==> config.mk <==
export PLATFORM = sky130hd
export DESIGN_NAME = hsv_rainbow_to_rgb
export DESIGN_NICKNAME = d
export VERILOG_FILES = /design/src/hsvr_pkg.sv /design/src/hsvr_prep.sv /design/src/hsvr_hue.sv /design/src/hsvr_sat.sv /design/src/hsvr_val.sv /design/src/hsv_rainbow_to_rgb.sv
export SDC_FILE = /design/constraint.sdc
export NUM_CORES = 1
export LEC_CHECK = 0
export BUFFER_PORTS_ARGS = -buffer_cell sky130_fd_sc_hd__clkbuf_2
export CAP_MARGIN = 20
export CORE_ASPECT_RATIO = 0.5
export CORE_MARGIN = 10
export CORE_UTILIZATION = 29
export CTS_CLUSTER_DIAMETER = 30
export CTS_CLUSTER_SIZE = 14
export DETAILED_ROUTE_END_ITERATION = 7
export GPL_ROUTABILITY_DRIVEN = 0
export PLACE_DENSITY = 0.56
export SYNTH_ARGS = -nofsm -noshare
export SYNTH_HDL_FRONTEND = slang
export SYNTH_SLANG_ARGS = --single-unit
==> constraint.sdc <==
create_clock -name clk -period 5.9 [get_ports clk]
set_clock_uncertainty 0.15 [all_clocks]
set_input_delay 0.295 -clock clk [delete_from_list [all_inputs] [get_ports clk]]
set_output_delay 0.295 -clock clk [all_outputs]
set_load 0.05 [all_outputs]
==> src/hsvr_pkg.sv <==
`timescale 1ns / 1ps
// hsvr_pkg: shared types and constants for the rainbow hsv to rgb pipeline
// no dependencies; imported by every module of the block

package hsvr_pkg;

	localparam int unsigned ChW = 8;

	localparam logic [ChW-1:0] ChMax     = 8'd255;
	localparam logic [ChW-1:0] ThirdK    = 8'(256 / 3);
	localparam logic [ChW-1:0] TwoThirdK = 8'((256 * 2) / 3);
	localparam logic [ChW-1:0] Lvl85     = 8'd85;
	localparam logic [ChW-1:0] Lvl170    = 8'd170;
	localparam logic [ChW-1:0] Lvl171    = 8'd171;
	localparam logic [4:0]     OffMask   = 5'h1F;

	typedef enum logic [2:0] {
		SEC_RED_ORANGE,
		SEC_ORANGE_YELLOW,
		SEC_YELLOW_GREEN,
		SEC_GREEN_AQUA,
		SEC_AQUA_BLUE,
		SEC_BLUE_PURPLE,
		SEC_PURPLE_PINK,
		SEC_PINK_RED
	} sect_t;

	typedef struct packed {
		logic [ChW-1:0] r;
		logic [ChW-1:0] g;
		logic [ChW-1:0] b;
	} rgb_t;

	typedef struct packed {
		logic           s_full;
		logic           s_zero;
		logic           v_full;
		logic           v_zero;
		logic [ChW-1:0] satscale;
		logic [ChW-1:0] sat_floor;
		logic [ChW-1:0] vscale;
	} ctl_t;

	function automatic logic [ChW-1:0] mul_hi(input logic [ChW-1:0] a, input logic [ChW-1:0] b);
		logic [2*ChW-1:0] p;
		p = a * b;
		return p[2*ChW-1:ChW];
	endfunction

endpackage

==> src/hsvr_prep.sv <==
`timescale 1ns / 1ps
// hsvr_prep: stage 1, hue offset scaling and saturation / brightness scale factors
// depends on hsvr_pkg

module hsvr_prep (
	input  logic                     clk,
	input  logic                     arst_n,
	input  logic                     valid_in,
	input  logic [7:0]               hue,
	input  logic [7:0]               saturation,
	input  logic [7:0]               brightness,
	output logic                     valid_s1,
	output hsvr_pkg::sect_t          sect_s1,
	output logic [7:0]               third_s1,
	output logic [7:0]               twothirds_s1,
	output hsvr_pkg::ctl_t           ctl_s1
);
	import hsvr_pkg::*;

	logic [ChW-1:0] step8;
	logic [ChW-1:0] desat;
	logic [ChW-1:0] desat_sq;
	ctl_t           ctl_d;

	assign step8    = {hue[4:0] & OffMask, 3'b000};
	assign desat    = ChMax - saturation;
	assign desat_sq = mul_hi(desat, desat);

	always_comb begin
		ctl_d.s_full    = (saturation == ChMax);
		ctl_d.s_zero    = (saturation == '0);
		ctl_d.v_full    = (brightness == ChMax);
		ctl_d.v_zero    = (brightness == '0);
		ctl_d.satscale  = ChMax - desat_sq;
		ctl_d.sat_floor = desat_sq;
		ctl_d.vscale    = mul_hi(brightness, brightness);
	end

	always_ff @(posedge clk or negedge arst_n) begin
		if (!arst_n) begin
			valid_s1 <= 1'b0;
		end else begin
			valid_s1 <= valid_in;
		end
	end

	always_ff @(posedge clk) begin
		sect_s1      <= sect_t'(hue[7:5]);
		third_s1     <= mul_hi(step8, ThirdK);
		twothirds_s1 <= mul_hi(step8, TwoThirdK);
		ctl_s1       <= ctl_d;
	end

endmodule

==> src/hsvr_hue.sv <==
`timescale 1ns / 1ps
// hsvr_hue: stage 2, base rainbow colour from hue section and offset
// depends on hsvr_pkg

module hsvr_hue (
	input  logic            clk,
	input  logic            arst_n,
	input  logic            valid_s1,
	input  hsvr_pkg::sect_t sect_s1,
	input  logic [7:0]      third_s1,
	input  logic [7:0]      twothirds_s1,
	input  hsvr_pkg::ctl_t  ctl_s1,
	output logic            valid_s2,
	output hsvr_pkg::rgb_t  rgb_s2,
	output hsvr_pkg::ctl_t  ctl_s2
);
	import hsvr_pkg::*;

	rgb_t base;

	always_comb begin
		base = '0;
		case (sect_s1)
			SEC_RED_ORANGE: begin
				base.r = ChMax - third_s1;
				base.g = third_s1;
			end
			SEC_ORANGE_YELLOW: begin
				base.r = Lvl171;
				base.g = Lvl85 + third_s1;
			end
			SEC_YELLOW_GREEN: begin
				base.r = Lvl171 - twothirds_s1;
				base.g = Lvl170 + third_s1;
			end
			SEC_GREEN_AQUA: begin
				base.g = ChMax - third_s1;
				base.b = third_s1;
			end
			SEC_AQUA_BLUE: begin
				base.g = Lvl171 - twothirds_s1;
				base.b = Lvl85 + twothirds_s1;
			end
			SEC_BLUE_PURPLE: begin
				base.r = third_s1;
				base.b = ChMax - third_s1;
			end
			SEC_PURPLE_PINK: begin
				base.r = Lvl85 + third_s1;
				base.b = Lvl171 - third_s1;
			end
			SEC_PINK_RED: begin
				base.r = Lvl170 + third_s1;
				base.b = Lvl85 - third_s1;
			end
			default: begin
				base = '0;
			end
		endcase
	end

	always_ff @(posedge clk or negedge arst_n) begin
		if (!arst_n) begin
			valid_s2 <= 1'b0;
		end else begin
			valid_s2 <= valid_s1;
		end
	end

	always_ff @(posedge clk) begin
		rgb_s2 <= base;
		ctl_s2 <= ctl_s1;
	end

endmodule

==> src/hsvr_sat.sv <==
`timescale 1ns / 1ps
// hsvr_sat: stage 3, blend toward white by saturation, one multiplier per channel
// depends on hsvr_pkg

module hsvr_sat (
	input  logic           clk,
	input  logic           arst_n,
	input  logic           valid_s2,
	input  hsvr_pkg::rgb_t rgb_s2,
	input  hsvr_pkg::ctl_t ctl_s2,
	output logic           valid_s3,
	output hsvr_pkg::rgb_t rgb_s3,
	output hsvr_pkg::ctl_t ctl_s3
);
	import hsvr_pkg::*;

	rgb_t sat;

	function automatic logic [ChW-1:0] desat_ch(input logic [ChW-1:0] c,
			input logic [ChW-1:0] scale, input logic [ChW-1:0] flr);
		logic [ChW-1:0] m;
		m = (c != '0) ? mul_hi(c, scale) + 8'd1 : '0;
		return m + flr;
	endfunction

	always_comb begin
		if (ctl_s2.s_full) begin
			sat = rgb_s2;
		end else if (ctl_s2.s_zero) begin
			sat = {ChMax, ChMax, ChMax};
		end else begin
			sat.r = desat_ch(rgb_s2.r, ctl_s2.satscale, ctl_s2.sat_floor);
			sat.g = desat_ch(rgb_s2.g, ctl_s2.satscale, ctl_s2.sat_floor);
			sat.b = desat_ch(rgb_s2.b, ctl_s2.satscale, ctl_s2.sat_floor);
		end
	end

	always_ff @(posedge clk or negedge arst_n) begin
		if (!arst_n) begin
			valid_s3 <= 1'b0;
		end else begin
			valid_s3 <= valid_s2;
		end
	end

	always_ff @(posedge clk) begin
		rgb_s3 <= sat;
		ctl_s3 <= ctl_s2;
	end

endmodule

==> src/hsvr_val.sv <==
`timescale 1ns / 1ps
// hsvr_val: stage 4, brightness dimming with the squared value curve
// depends on hsvr_pkg

module hsvr_val (
	input  logic           clk,
	input  logic           arst_n,
	input  logic           valid_s3,
	input  hsvr_pkg::rgb_t rgb_s3,
	input  hsvr_pkg::ctl_t ctl_s3,
	output logic           valid_s4,
	output hsvr_pkg::rgb_t rgb_s4
);
	import hsvr_pkg::*;

	rgb_t dim;

	function automatic logic [ChW-1:0] dim_ch(input logic [ChW-1:0] c,
			input logic [ChW-1:0] scale);
		return (c != '0) ? mul_hi(c, scale) + 8'd1 : '0;
	endfunction

	always_comb begin
		if (ctl_s3.v_full) begin
			dim = rgb_s3;
		end else if (ctl_s3.v_zero) begin
			dim = '0;
		end else begin
			dim.r = dim_ch(rgb_s3.r, ctl_s3.vscale);
			dim.g = dim_ch(rgb_s3.g, ctl_s3.vscale);
			dim.b = dim_ch(rgb_s3.b, ctl_s3.vscale);
		end
	end

	always_ff @(posedge clk or negedge arst_n) begin
		if (!arst_n) begin
			valid_s4 <= 1'b0;
		end else begin
			valid_s4 <= valid_s3;
		end
	end

	always_ff @(posedge clk) begin
		rgb_s4 <= dim;
	end

endmodule

==> src/hsv_rainbow_to_rgb.sv <==
`timescale 1ns / 1ps
// hsv_rainbow_to_rgb: top level of the four-stage rainbow hsv to rgb converter
// depends on hsvr_pkg, hsvr_prep, hsvr_hue, hsvr_sat, hsvr_val
//
//  channel   ports                          marker
//  command   hue, saturation, brightness    start (taken while busy is low)
//  result    red, green, blue               done (one cycle, always taken)
//
// a word taken at a start edge passes the prep, hue, sat and val registers in turn
// before it shows on the result ports; these four register stages set the latency
// one word per cycle sustained
// busy is held low, the receiver never stalls so no word ever waits
// arst_n clears the stage valid bits only; payload registers are not reset

module hsv_rainbow_to_rgb (
	input  logic       clk,
	input  logic       arst_n,
	input  logic       start,
	output logic       busy,
	input  logic [7:0] hue,
	input  logic [7:0] saturation,
	input  logic [7:0] brightness,
	output logic       done,
	output logic [7:0] red,
	output logic [7:0] green,
	output logic [7:0] blue
);
	import hsvr_pkg::*;

	logic  valid_s1;
	logic  valid_s2;
	logic  valid_s3;
	logic  valid_s4;
	sect_t sect_s1;
	logic  [7:0] third_s1;
	logic  [7:0] twothirds_s1;
	ctl_t  ctl_s1;
	ctl_t  ctl_s2;
	ctl_t  ctl_s3;
	rgb_t  rgb_s2;
	rgb_t  rgb_s3;
	rgb_t  rgb_s4;

	assign busy = 1'b0;

	hsvr_prep u_prep (
		.clk          (clk),
		.arst_n       (arst_n),
		.valid_in     (start & ~busy),
		.hue          (hue),
		.saturation   (saturation),
		.brightness   (brightness),
		.valid_s1     (valid_s1),
		.sect_s1      (sect_s1),
		.third_s1     (third_s1),
		.twothirds_s1 (twothirds_s1),
		.ctl_s1       (ctl_s1)
	);

	hsvr_hue u_hue (
		.clk          (clk),
		.arst_n       (arst_n),
		.valid_s1     (valid_s1),
		.sect_s1      (sect_s1),
		.third_s1     (third_s1),
		.twothirds_s1 (twothirds_s1),
		.ctl_s1       (ctl_s1),
		.valid_s2     (valid_s2),
		.rgb_s2       (rgb_s2),
		.ctl_s2       (ctl_s2)
	);

	hsvr_sat u_sat (
		.clk      (clk),
		.arst_n   (arst_n),
		.valid_s2 (valid_s2),
		.rgb_s2   (rgb_s2),
		.ctl_s2   (ctl_s2),
		.valid_s3 (valid_s3),
		.rgb_s3   (rgb_s3),
		.ctl_s3   (ctl_s3)
	);

	hsvr_val u_val (
		.clk      (clk),
		.arst_n   (arst_n),
		.valid_s3 (valid_s3),
		.rgb_s3   (rgb_s3),
		.ctl_s3   (ctl_s3),
		.valid_s4 (valid_s4),
		.rgb_s4   (rgb_s4)
	);

	assign done  = valid_s4;
	assign red   = rgb_s4.r;
	assign green = rgb_s4.g;
	assign blue  = rgb_s4.b;

endmodule

==> After elaboration in Yosys (flattened, before gate mapping) <==
Index checks and enable logic that the tools add are counted.
{ "totals": {"register_bits": 160, "latch_bits": 0, "mem_bits_rw": 0, "romBits": 0, "input_bits": 27, "out_inout_bits": 26, "wordCells": 92, "n_memories": 0} }
{ "classes": {"n_addsub": 18, "n_mul": 10, "div_mod_pow": 0, "magnitude_cmp": 0, "n_eq_ne": 9, "shift": 0, "muxes": 13, "n_bitwise": 0, "reduce_logical": 9} }
{ "op_table": {"columns": ["op", "n"], "rows": [
  ["$mul 8x8->16", 8],
  ["$mux 24", 4],
  ["$pmux 8 s5", 2],
  ["$add 8x1->8 const B", 6],
  ["$mux 8", 6],
  ["$pmux 8 s6", 1],
  ["$reduce_bool 8->1", 6],
  ["$add 8x8->8", 3],
  ["$mul 5x7->12 const B", 2],
  ["$sub 8x8->8 const A", 3],
  ["$eq 8x8->1 const B", 2],
  ["$logic_not 8->1", 2],
  ["$sub 8x7->8 const A", 2],
  ["$eq 3x3->1 const B", 4],
  ["$add 7x7->8 const A", 1],
  ["$add 7x8->8 const A", 1],
  ["$add 8x7->8 const A", 1],
  ["$sub 7x7->8 const A", 1],
  ["$eq 3x2->1 const B", 2],
  ["$eq 3x1->1 const B", 1],
  ["$logic_not 3->1", 1]
]} }

==> Logic depth before layout (Yosys ltp) <==
Gate-level depths: netlist (run 1).
{ "logic_depth": {"word_depth": 6, "mapped_depth": 30, "ltp_nobuf": 29} }

==> Modules after synthesis <==
Synthesis (run 1) repeated with hierarchy kept, for this count alone.
{ "unflattened": {"cells_unflattened": 2606, "hier_area_um2": 23135.9} }
{ "by_module_without_submodules": {"columns": ["module", "instances", "cells_each", "area_per_inst_um2", "seq_area_each_um2"], "rows": [
  ["hsvr_sat", 1, 980, 8753.4, 1066.0],
  ["hsvr_val", 1, 868, 7418.4, 505.5],
  ["hsvr_prep", 1, 459, 4311.6, 805.8],
  ["hsvr_hue", 1, 297, 2641.3, 1066.0],
  ["hsv_rainbow_to_rgb", 1, 2, 11.3, 0.0]
]} }

==> Worst setup path before layout (run 1) <==
OpenSTA, ideal clock, no wires.
{ "synth_timing": {"kind": "register to register", "startpoint": "reg u_hue.ctl_s2[22] (netlist name)", "endpoint": "reg u_sat.rgb_s3[23] (netlist name)", "setup_time_ns": 0.078, "arrival_ns": 6.140, "required_ns": 5.672, "path_slack_ns": -0.467, "path_stages_with_launch": 26, "n_path_buf": 1, "period_less_slack_ns": 6.367, "cell_sequence": "dfxtp_1 -> clkbuf_1 -> and2_1 -> fa_1 -> fa_1 -> fa_1 -> inv_1 -> fa_1 -> inv_1 -> ha_1 -> nor4b_1 -> a2111oi_0 -> o211ai_2 -> ha_1 -> o21ai_0 -> inv_1 -> ha_1 -> a21o_1 -> a21oi_1 -> o21bai_1 -> a21oi_1 -> o21bai_1 -> a21oi_1 -> xnor2_1 -> or4_1 -> a32oi_1"} }

==> impl_metrics.env, run 1 <==
export IMPL_outcome="finished with violations"
export IMPL_violations="negative setup slack"
export IMPL_wire_per_inst_um=14.2
export IMPL_rr_startpoint="u_hue.ctl_s2[18]"
export IMPL_fin_ws_ps=-202
export IMPL_cp_max_fo=5
export IMPL_clk_latency_ps=470
export IMPL_core_um2=74900
export IMPL_grt_pass1_wl_um=87700
export IMPL_worstHoldPathType="input pin to register"
export IMPL_place_area_um2=24400
export IMPL_hold_violations=0
export IMPL_cts_root_buf="clkbuf_16"
export IMPL_dr_total_vias=16900
export IMPL_critPathBufInv=5
export IMPL_drc=0
export IMPL_cts_buffer_depth=2
export IMPL_finalCriticalPeriod_ps=6100
export IMPL_crit_top_cell="fa_1"
export IMPL_synth_simple_area_share_pct=18.2
export IMPL_crit_required_ps=6140
export IMPL_die_w_um=408
export IMPL_grt_overflow_total=0
export IMPL_cp_arrival_ps=6340
export IMPL_nets=3238
export IMPL_layout_drive_gt1_share_pct=15.3
export IMPL_h_tree_depth=4
export IMPL_reg2reg_to="u_sat.rgb_s3[15]"
export IMPL_maxCapViolCount=0
export IMPL_min_from="saturation[0]"
export IMPL_grt_use_total_pct=12.0
export IMPL_ys_seq_area_share_pct=14.1
export IMPL_grt_busiest_layer="met2"
export IMPL_rrSetupSlack_ps=-200
export IMPL_clk_pin_slew_ps=80
export IMPL_die_area_um2=87500
export IMPL_drt_iter0_drc=736
export IMPL_area_growth_pct=17.0
export IMPL_critPathKind="register to register"
export IMPL_finalMaxSlewViolations=0
export IMPL_end_kind="register"
export IMPL_cp_startpoint="u_hue.ctl_s2[18]"
export IMPL_yosysUniqueCellTypes=94
export IMPL_drt_pass1_iter_count=5
export IMPL_yosys_warnings=0
export IMPL_rsz0062_at_grt="yes"
export IMPL_tightest_slew_ps=978
export IMPL_viasPerCell=4.59
export IMPL_synthArstFlopShare_pct=2.61
export IMPL_cts_made_buffers=17
export IMPL_n_antenna_cell=0
export IMPL_port_buffers=51
export IMPL_start_util_pct=29.2
export IMPL_synth_compound_area_share_pct=11.0
export IMPL_max_freq_mhz=164
export IMPL_grt_max_degree=38
export IMPL_start_kind="register"
export IMPL_ant_nets=0
export IMPL_synthFlopType="dfxtp_1"
export IMPL_met3_usage_pct=1.70
export IMPL_ff2ff_path_depth=28
export IMPL_antenna_found_initial=0
export IMPL_final_area_um2=25600
export IMPL_synth_area_leaders="fa_1 (24%), ha_1 (17%), dfxtp_1 (14%)"
export IMPL_synth_edf_count=0
export IMPL_relSlewSlack_pct=34.7
export IMPL_yosysTopAreaCell="fa_1"
export IMPL_fp_row_count=71
export IMPL_synth_top_area_share_pct=24.2
export IMPL_fillCellCount=7758
export IMPL_use_met1_pct=15.6
export IMPL_met2_usage_pct=20.4
export IMPL_synth_adder_area_share_pct=41.4
export IMPL_multi_input_area_um2=17200
export IMPL_whs_endpoint="u_prep.ctl_s1[27]"
export IMPL_finalCritPeriodShare_pct=103
export IMPL_synthMuxAreaShare_pct=0.338
export IMPL_slowest_delay_ps=500
export IMPL_die_h_um=214
export IMPL_crit_family="adder cells"
export IMPL_ys_ff_latch=153
export IMPL_grt_pass1_vias=17500
export IMPL_postSynthCellCount=2496
export IMPL_clock_sinks=153
export IMPL_syn_avg_cell_area_um2=8.76
export IMPL_syn_area_um2=21900
export IMPL_wl_um=52400
export IMPL_synth_top_family_by_area="adder cells"
export IMPL_regArea_um2=3120
export IMPL_dp_final_hpwl_um=42700
export IMPL_synth_xor_area_share_pct=5.92
export IMPL_setup_violations=3
export IMPL_whs_ps=29.5
export IMPL_whs_path_depth=3
export IMPL_pin_count=53
export IMPL_critical_path_slowest_cell="fa_1"
export IMPL_cts_tree="built"
placed cells by master, fill, tap and decap left out, drive strengths merged, types with 69 or more instances in the layout:
master	instances
nand2	206
buf	189
nor2	107
ha	297
and2	263
inv	412
fa	264
xnor2	100
clkbuf	69
o21ai	71
dfxtp	149
a21oi	102
metal layers:
metal  wire [um]  up-vias
met1       24800     8295
met3        1500       54
met2       25100      233
met4        1040        0
met5           0        -
li1            -     8324
through the flow:
| step | util [%] | setup WS (ps) | TNS (ps) | cells |
|---|---|---|---|---|
| global route | 34.2 | -560 | -2380 | 3685 |
| finish | 34.2 | -202 | -426 | 3685 |
| global placement | 32.6 | -291 | -912 | 3636 |
| detailed placement | 32.6 | -320 | -1450 | 3636 |
| floorplan | - | -56.9 | -56.9 | 2498 |
| CTS | 33.7 | -170 | -355 | 3677 |
cell families after synthesis:
kind of cell,Yosys count
AND/OR/NAND/NOR,753
adder cells (fa/ha/maj),566
buffers and inverters,519
AO/OA/AOI/OAI,350
flip-flops,153
XOR/XNOR,147
multiplexers,7
other,1
layout make-up:
cell class	instances	share of cell area (%)
clock buffers	18	1.68
multi-input cells	1826	67.4
flip-flops and latches	153	12.2
inverters	405	5.94
repair buffers	247	7.22
clock inverters	14	0.597
well taps	1022	5.00
tightest hold or removal path: stages:
cell      delay [ps]
clkbuf_2         150
nand4_1          110
nor2_1            50
how the worst max path moves through the flow:
stage,to,slack [ps],cells after the start
4_1_cts,u_sat.rgb_s3[23],-170,24
6_report,u_sat.rgb_s3[15],-200,28
3_5_place_dp,u_sat.rgb_s3[15],-320,28
2_1_floorplan,u_sat.rgb_s3[15],-60,29
5_1_grt,u_sat.rgb_s3[23],-560,25
3_3_place_gp,u_sat.rgb_s3[15],-290,28
what timing repair did:
item	CTS	global route
hold buffers	7	0
setup buffers	3	7
resized for setup	30	68
endpoints found under the hold margin	9	0
pin swaps	23	29
setup endpoints to repair	8	15
flip-flops by register name (all words and copies together) (netlist names):
name                 cells
u_hue.ctl_s2            28
u_prep.ctl_s1           28
u_hue.rgb_s2            24
u_sat.rgb_s3            24
u_val.rgb_s4            24
u_sat.ctl_s3            10
u_prep.twothirds_s1      7
u_prep.sect_s1           3
u_hue.valid_s2           1
u_prep.third_s1          1
u_prep.valid_s1          1
u_sat.valid_s3           1
u_val.valid_s4           1
cell usage after synthesis, drive strengths merged (14+ instances only):
cell type / instances
ha: 297
nor2b: 32
nor2: 107
a31oi: 14
xor2: 47
nand3: 18
a21oi: 102
nor3: 27
dfxtp: 149
a22o: 19
fa: 264
a21o: 22
buf: 15
xnor2: 100
nor4: 18
nand2: 206
inv: 405
o21ai: 71
clkbuf: 99
and2: 263
Power of run 1 is not shown: default switching activity piles up to over one toggle a cycle in this logic, so the estimate is an artifact.
==> run 2, diff against run 1 <==
Settings changed: SETUP_SLACK_MARGIN set to 0.02.
==> impl_metrics.env, run 2 (synthesis gave the netlist of run 1 again) <==
export IMPL_outcome="finished with violations"
export IMPL_violations="negative setup slack"
export IMPL_fin_cells=3685
export IMPL_dr_total_vias=16900
export IMPL_core_um2=74900
export IMPL_max_freq_mhz=164
export IMPL_drt_pass1_iter_count=5
export IMPL_grt_busiest_layer="met2"
export IMPL_final_common_cell="inv_1"
export IMPL_rsz0062_at_grt="yes"
export IMPL_met2_usage_pct=20.4
export IMPL_cts_tree="built"
export IMPL_slowest_delay_ps=500
export IMPL_cp_arrival_ps=6350
export IMPL_area_growth_pct=16.8
export IMPL_worstHoldPathType="input pin to register"
export IMPL_clk_latency_ps=470
export IMPL_die_area_um2=87500
export IMPL_n_antenna_cell=0
export IMPL_critical_path_slowest_cell="fa_1"
export IMPL_hold_violations=0
export IMPL_port_buffers=51
export IMPL_drt_iter0_drc=765
export IMPL_start_kind="register"
export IMPL_die_w_um=408
export IMPL_antenna_found_initial=0
export IMPL_finalMaxSlewViolations=0
export IMPL_viasPerCell=4.59
export IMPL_tightest_slew_ps=982
export IMPL_mostFrequentLayoutCells="inv_1 (403), ha_1 (288), and2_1 (261), fa_1 (258), nand2_1 (204)"
export IMPL_layout_drive_gt1_share_pct=15.1
export IMPL_wire_per_inst_um=14.2
export IMPL_nets=3238
export IMPL_final_area_um2=25500
export IMPL_fin_ws_ps=-205
export IMPL_end_kind="register"
export IMPL_dp_final_hpwl_um=42700
export IMPL_finalCriticalPeriod_ps=6110
export IMPL_h_tree_depth=4
export IMPL_grt_overflow_total=0
export IMPL_die_h_um=214
export IMPL_cp_max_fo=5
export IMPL_top_regs="u_hue.ctl_s2 (28), u_prep.ctl_s1 (28)"
export IMPL_ff2ff_path_depth=28
export IMPL_pin_count=53
export IMPL_fillCellCount=7765
export IMPL_multi_input_area_um2=17200
export IMPL_dp_cells=3636
export IMPL_cts_root_buf="clkbuf_16"
export IMPL_critPathKind="register to register"
export IMPL_place_area_um2=24400
export IMPL_ant_nets=0
export IMPL_met3_usage_pct=1.70
export IMPL_relSlewSlack_pct=34.4
export IMPL_grt_pass1_wl_um=87700
export IMPL_finalCritPeriodShare_pct=103
export IMPL_regArea_um2=3120
export IMPL_crit_top_cell="fa_1"
export IMPL_whs_path_depth=3
export IMPL_crit_required_ps=6140
export IMPL_start_util_pct=29.2
export IMPL_grt_pass1_vias=17500
export IMPL_grt_use_total_pct=12.0
export IMPL_drc=0
export IMPL_wl_um=52300
export IMPL_maxCapViolCount=0
export IMPL_cts_buffer_depth=2
export IMPL_setup_violations=4
export IMPL_grt_max_degree=38
export IMPL_cts_made_buffers=17
export IMPL_clock_sinks=153
export IMPL_fp_row_count=71
export IMPL_use_met1_pct=15.6
export IMPL_clk_pin_slew_ps=80
run 2: path summary, 6_finish.rpt:
path                                     end  slack (ps)             start
max in group asynchronous     u_val.valid_s4        4860            arst_n
setup reg to reg            u_sat.rgb_s3[15]        -210  u_hue.ctl_s2[18]
min in group asynchronous     u_sat.valid_s3         570            arst_n
setup / recovery            u_sat.rgb_s3[15]        -210  u_hue.ctl_s2[18]
hold / removal             u_prep.ctl_s1[27]          30     saturation[0]
hold reg to reg              u_sat.ctl_s3[6]         180   u_hue.ctl_s2[6]
run 2: what timing repair did:
action | CTS | global route
buffers inserted | 3 | 6
endpoints found under the hold margin | 9 | 0
cloned | 0 | 1
gates resized for setup | 34 | 50
hold buffers | 7 | 0
endpoints found under the setup margin | 9 | 16
pin swaps | 25 | 26
run 2: layout make-up:
cell class | instances | share of cell area, %
Tap cell | 1022 | 5.01
Clock inverter | 14 | 0.598
Inverter | 405 | 5.95
Multi-Input combinational cell | 1826 | 67.3
Clock buffer | 18 | 1.68
Timing Repair Buffer | 247 | 7.23
Sequential cell | 153 | 12.2
run 2: layer usage:
layer | wire length (um) | share of wire (%)
met3 | 1640 | 3.1
met5 | 0 | 0
met4 | 1170 | 2.2
met2 | 24800 | 47
met1 | 24700 | 47
run 2: critical path, delay by kind of cell, from the launching register on:
family                   cells  cell delay (ps)
AO/OA/AOI/OAI                9             1550
XOR/XNOR                     1              200
adder cells (fa/ha/maj)      7             2580
buffers and inverters        5              400
flip-flops                   1              370
AND/OR/NAND/NOR              6              770
run 2: stage by stage:
stage,setup WS (ps),hold slack (ps),utilization [%],setup TNS (ps)
finish,-205,26.4,34.1,-403
global route,-546,49.7,34.1,-2430
CTS,-166,0.262,33.7,-311
detailed placement,-320,-44.5,32.6,-1450
global placement,-291,-48.9,32.6,-912
floorplan,-56.9,-151,-,-56.9
Power of run 2 is left out for the same reason.
